===== config.mk =====
export PLATFORM = sky130hd
export DESIGN_NAME = mexp_mulred
export DESIGN_NICKNAME = d
export VERILOG_FILES = /design/src/rtl/mexp_pkg.sv /design/src/rtl/mexp_mulred.sv
export SDC_FILE = /design/constraint.sdc
export NUM_CORES = 2
export LEC_CHECK = 0
export BUFFER_PORTS_ARGS = -buffer_cell sky130_fd_sc_hd__buf_2
export CORE_ASPECT_RATIO = 0.75
export CORE_UTILIZATION = 50
export CTS_CLUSTER_SIZE = 40
export DETAILED_ROUTE_END_ITERATION = 8
export PLACE_DENSITY = 0.66
export SLEW_MARGIN = 20
export SYNTH_ARGS = -nofsm -noshare
export SYNTH_HDL_FRONTEND = slang
export SYNTH_SLANG_ARGS = --single-unit

===== constraint.sdc =====
create_clock -name clk -period 22.3 [get_ports clk]
set_input_delay 3.345 -clock clk [delete_from_list [all_inputs] [get_ports clk]]
set_output_delay 3.345 -clock clk [all_outputs]
set_load 0.1 [all_outputs]

===== src/rtl/mexp_pkg.sv =====
// ----------------------------------------------------------------------------
// mexp_pkg
// Shared types and constants for the modular exponentiator.
// ----------------------------------------------------------------------------
package mexp_pkg;

  localparam int unsigned DATA_W = 32;

  typedef struct packed {
    logic start;
    logic bypass;
  } mexp_cmd_t;

  typedef struct packed {
    logic busy;
    logic done;
  } mexp_sts_t;

endpackage


===== src/rtl/mexp_mulred.sv =====
// ----------------------------------------------------------------------------
// mexp_mulred
// Shared modular multiplier: one full-width product, then a restoring
// shift-subtract reduction (two product bits per cycle) unless modulus is 0.
// ----------------------------------------------------------------------------
module mexp_mulred
  import mexp_pkg::*;
#(
  parameter int unsigned WIDTH = 32
) (
  input  logic             clk,
  input  logic             rst_n,
  input  mexp_cmd_t        cmd_i,
  input  logic [WIDTH-1:0] a_i,
  input  logic [WIDTH-1:0] b_i,
  input  logic [WIDTH-1:0] mod_i,
  output mexp_sts_t        sts_o,
  output logic [WIDTH-1:0] res_o
);

  localparam int unsigned PW = 2 * WIDTH;
  localparam int unsigned CW = $clog2(WIDTH);

  typedef enum logic [1:0] {
    U_IDLE,
    U_MUL,
    U_RED
  } ustate_t;

  ustate_t          state_r;
  logic [WIDTH-1:0] opa_r;
  logic [WIDTH-1:0] opb_r;
  logic             byp_r;
  logic [PW-1:0]    prod_r;
  logic [PW-1:0]    prod_full;
  logic [WIDTH-1:0] rem_r;
  logic [WIDTH-1:0] rem_nxt;
  logic [CW-1:0]    cnt_r;
  logic [WIDTH-1:0] res_r;
  logic             done_r;

  logic [WIDTH:0]   mod_ext;
  logic [WIDTH:0]   t1;
  logic [WIDTH:0]   t2;

  assign prod_full = opa_r * opb_r;
  assign mod_ext   = {1'b0, mod_i};

  always_comb begin
    t1 = {rem_r, prod_r[PW-1]};
    if (t1 >= mod_ext) begin
      t1 = t1 - mod_ext;
    end
    t2 = {t1[WIDTH-1:0], prod_r[PW-2]};
    if (t2 >= mod_ext) begin
      t2 = t2 - mod_ext;
    end
    rem_nxt = t2[WIDTH-1:0];
  end

  always_ff @(posedge clk) begin
    if (!rst_n) begin
      state_r <= U_IDLE;
      done_r  <= 1'b0;
    end else begin
      done_r <= ((state_r == U_MUL) && byp_r) || ((state_r == U_RED) && (cnt_r == '0));
      case (state_r)
        U_IDLE: begin
          if (cmd_i.start) begin
            opa_r   <= a_i;
            opb_r   <= b_i;
            byp_r   <= cmd_i.bypass;
            state_r <= U_MUL;
          end
        end
        U_MUL: begin
          prod_r <= prod_full;
          rem_r  <= '0;
          cnt_r  <= CW'(WIDTH - 1);
          if (byp_r) begin
            res_r   <= prod_full[WIDTH-1:0];
            state_r <= U_IDLE;
          end else begin
            state_r <= U_RED;
          end
        end
        U_RED: begin
          rem_r  <= rem_nxt;
          prod_r <= prod_r << 2;
          if (cnt_r == '0) begin
            res_r   <= rem_nxt;
            state_r <= U_IDLE;
          end else begin
            cnt_r <= cnt_r - CW'(1);
          end
        end
        default: begin
          state_r <= U_IDLE;
        end
      endcase
    end
  end

  assign sts_o.busy = (state_r != U_IDLE);
  assign sts_o.done = done_r;
  assign res_o      = res_r;

endmodule


==> reports/summary.txt <==
Type of element capturing the critical path: flip-flop
Clock Path Buffers: 3
Routed length per instance: 20.39 µm
WHS: 515.8 ps
Via count of the first global-routing pass: 34690
Combined area of all synthesized cells: 45240 µm²
Achievable Freq: 109.0 MHz
Chip width: 349.3 µm
Worst-skew pair later-pin latency: 600 ps
Transition time of the tightest slew-check pin: 884.4 ps
Count of standard-cell rows: 95
Final cell count without fillers: 6034
Detailed Route WL: 123000 µm
Shortest period the worst path allows: 9178 ps
DRT antenna net count: 0
Setup violators final: 0
First-pass GRT wire length: 199000 µm
Leading register cell type out of synthesis: sky130_fd_sc_hd__edfxtp_1
Post-CTS Hold Buffers: 0
Vias/cell: 5.472
1st-iter DRT viols: 2396
Grt total ovfl: 0
Final Max Slew Viols: 0
Total of fill cells in the finished design: 8262
Final hold violations: 0
Type of origin of the critical path: input pin
Total number of H-tree levels: 1
Synthesized netlist net count: 6163
Half-perimeter wire length after placement: 97310 µm
Post-synth EDFFs: 198
Number of instances in the synthesized netlist: 4834
RSZ-0062 raised after global routing: false
Library cell used as clock root buffer: sky130_fd_sc_hd__clkbuf_16
Number of gates resized after CTS: 0
Area of the core: 89620 µm²
Effective utilization at floorplan: 0.5048
Number of cells in the design after placement: 5988
Fin Setup TNS: 0 ps
Ratio of final minimum period to clock period: 0.4116
Count of distinct cell types in the synthesized netlist: 84
TritonCTS clock tree: yes
Critical Setup Path Class: in2reg
Pre-antenna DRT Iters: 5
GR Util All Layers: 0.2778
Delay of the slowest critical-path stage: 450 ps
Diodes inserted: 0
Cell with the biggest individual delay on the critical path: sky130_fd_sc_hd__buf_4
Worst clock skew: 27.95 ps
Critical path fanouts, max: 26
Total number of vias: 33020
Maximum number of pins on one net before global-route repair: 73
Yosys warning count: 0
Sequential area share after synthesis: 0.1328
Area grow syn2layout: 5.592%
Synth Register Bits: 201
Critical path required time: 22640 ps
Number of antenna violations at the first check in global routing: 0
Area used by multi-input combinational logic: 34730 µm²
Path type of the worst min-delay path: reg2reg
Critical path, cell by cell: buf_2 > inv_1 > ha_1 > a21oi_1 > o21ai_0 > a221o_1 > a21oi_2 > a21oi_2 > or2_1 > buf_4 > mux2_2 > ha_1 > nand4_1 > a21oi_1 > a21boi_0 > buf_4 > o311a_1 > a21oi_1 > and2_1 > buf_4 > o21ai_0 > a31o_2
Arrival time worst endpoint: 9520 ps
Post-CTS setup buffer count: 0
Max_slew headroom: 0.4027
Outcome: finished clean
Input/output buffers: 133
Number of buffers added by the clock tree synthesis step: 26
Die outline height: 262.5 µm
Ratio of cells with drive above 1 in the final layout: 0.06242
Global placement routability congestion: 0.9617
Full die area: 91700 µm²
CTS clk-pin slew, worst paths: 60 ps
Max_cap viols: 0
Number of nets in the layout: 6133
Per-instance average area after synthesis: 9.359 µm²
I/O pin count: 134
Register Area: 6006 µm²
Total DRC errors in the routed layout: 0
Share of synthesized flip-flops with an asynchronous set or reset: 0
Clock net sink count: 201
[cell usage in the layout, fill, tap and decap left out, drive strengths merged, types with 10 or more instances in the layout]
cell type | Yosys | final
a31oi | 13 | 13
nor3 | 34 | 34
ha | 331 | 331
o21a | 20 | 20
o21ai | 130 | 130
nor4 | 10 | 10
a21oi | 145 | 145
nand3 | 45 | 45
nand4 | 46 | 46
a211oi | 22 | 22
and2 | 605 | 605
nand2b | 10 | 10
mux2 | 24 | 24
fa | 898 | 898
nand2 | 639 | 639
o31ai | 17 | 17
a21o | 48 | 48
and3 | 14 | 14
o21bai | 20 | 20
clkbuf | 237 | 29
xnor2 | 68 | 68
xor2 | 39 | 39
inv | 920 | 926
nor2b | 21 | 21
edfxtp | 198 | 198
nor2 | 94 | 94
buf | 31 | 210
o211ai | 33 | 33
[synthesized netlist by cell type (all sizes together) (13+ instances only)]
| cell | count | area (µm²) |
|---|---|---|
| fa | 898 | 17980 |
| o21a | 20 | 150.1 |
| and2 | 605 | 3785 |
| nor3 | 34 | 170.2 |
| o31ai | 17 | 127.6 |
| edfxtp | 198 | 5946 |
| nand4 | 46 | 287.8 |
| a31oi | 13 | 96.34 |
| and3 | 14 | 87.58 |
| ha | 331 | 4141 |
| nand2 | 639 | 2401 |
| nand3 | 45 | 225.2 |
| o21ai | 130 | 650.6 |
| a21o | 48 | 360.4 |
| nor2 | 94 | 360.3 |
| nor2b | 21 | 131.4 |
| o211ai | 33 | 252.7 |
| buf | 31 | 192.7 |
| o21bai | 20 | 150.1 |
| xor2 | 39 | 341.6 |
| mux2 | 24 | 277.8 |
| xnor2 | 68 | 595.6 |
| clkbuf | 237 | 889.6 |
| a211oi | 22 | 180.2 |
| inv | 920 | 3453 |
| a21oi | 145 | 733.2 |
[worst paths after layout]
path / start / end / slack (ps) / depth (start not counted)
setup / recovery: mod_i[14] / res_o[0]$_DFFE_PP_ / 13120 / 22
hold / removal: prod_r[1]$_SDFFCE_PP0P_ / prod_r[3]$_DFFE_PP_ / 520 / 2
setup reg to reg: opa_r[26]$_DFFE_PP_ / prod_r[61]$_DFFE_PP_ / 13500 / 24
hold reg to reg: prod_r[1]$_SDFFCE_PP0P_ / prod_r[3]$_DFFE_PP_ / 520 / 2
[metrics by stage]
| step | worst slack (ps) | area [µm²] | util |
|---|---|---|---|
| finish | 13120 | 47770 | 0.5330 |
| global route | 12770 | 47770 | 0.5330 |
| CTS | 13270 | 47760 | 0.5329 |
| detailed placement | 12660 | 46940 | 0.5238 |
| global placement | 12650 | 46940 | 0.5238 |
| floorplan | 14230 | 45240 | - |
[critical path: cells and delay by family]
kind                       cells  cell delay (ps)
and+or+nand+nor                3             1040
AOI/OAI and AO/OA             11             2740
muxes                          1              430
adders and majority gates      2              820
buffers and inverters          5             1070
[sequential cells by signal, indices dropped and copies added, names as in the netlist]
name / flops
byp_r: 1
cnt_r: 5
done_r: 1
opa_r: 32
opb_r: 32
prod_r: 64
rem_r: 32
res_o: 32
state_r: 2
[per-layer routing]
layer	up-vias	global-route usage	wire, µm	part of all wire
met1	16980	0.4215	57860	0.47
met2	1028	0.4341	55700	0.45
li1	14890	-	-	-
met3	124	0.03107	7238	0.059
met4	0	0.04753	2245	0.018
met5	-	0	0	0
[cells by family after synthesis]
logic type / count (synthesis) / synth area share
simple gates: 1548 / 0.1725
fa+ha+maj: 1229 / 0.4889
buf+inv: 1188 / 0.1003
compound gates: 529 / 0.07686
flops: 201 / 0.1328
xor+xnor: 107 / 0.02072
mux: 32 / 0.007993
[layout make-up]
cell class | instances | share of cell area
Timing Repair Buffer | 210 | 0.02604
Sequential cell | 201 | 0.1257
Tap cell | 1212 | 0.03175
Inverter | 920 | 0.07229
Multi-Input combinational cell | 3445 | 0.7270
Clock inverter | 17 | 0.002881
Clock buffer | 29 | 0.01430
Power is not shown: default switching activity piles up to over one toggle a cycle in this logic, so the estimate is an artifact.
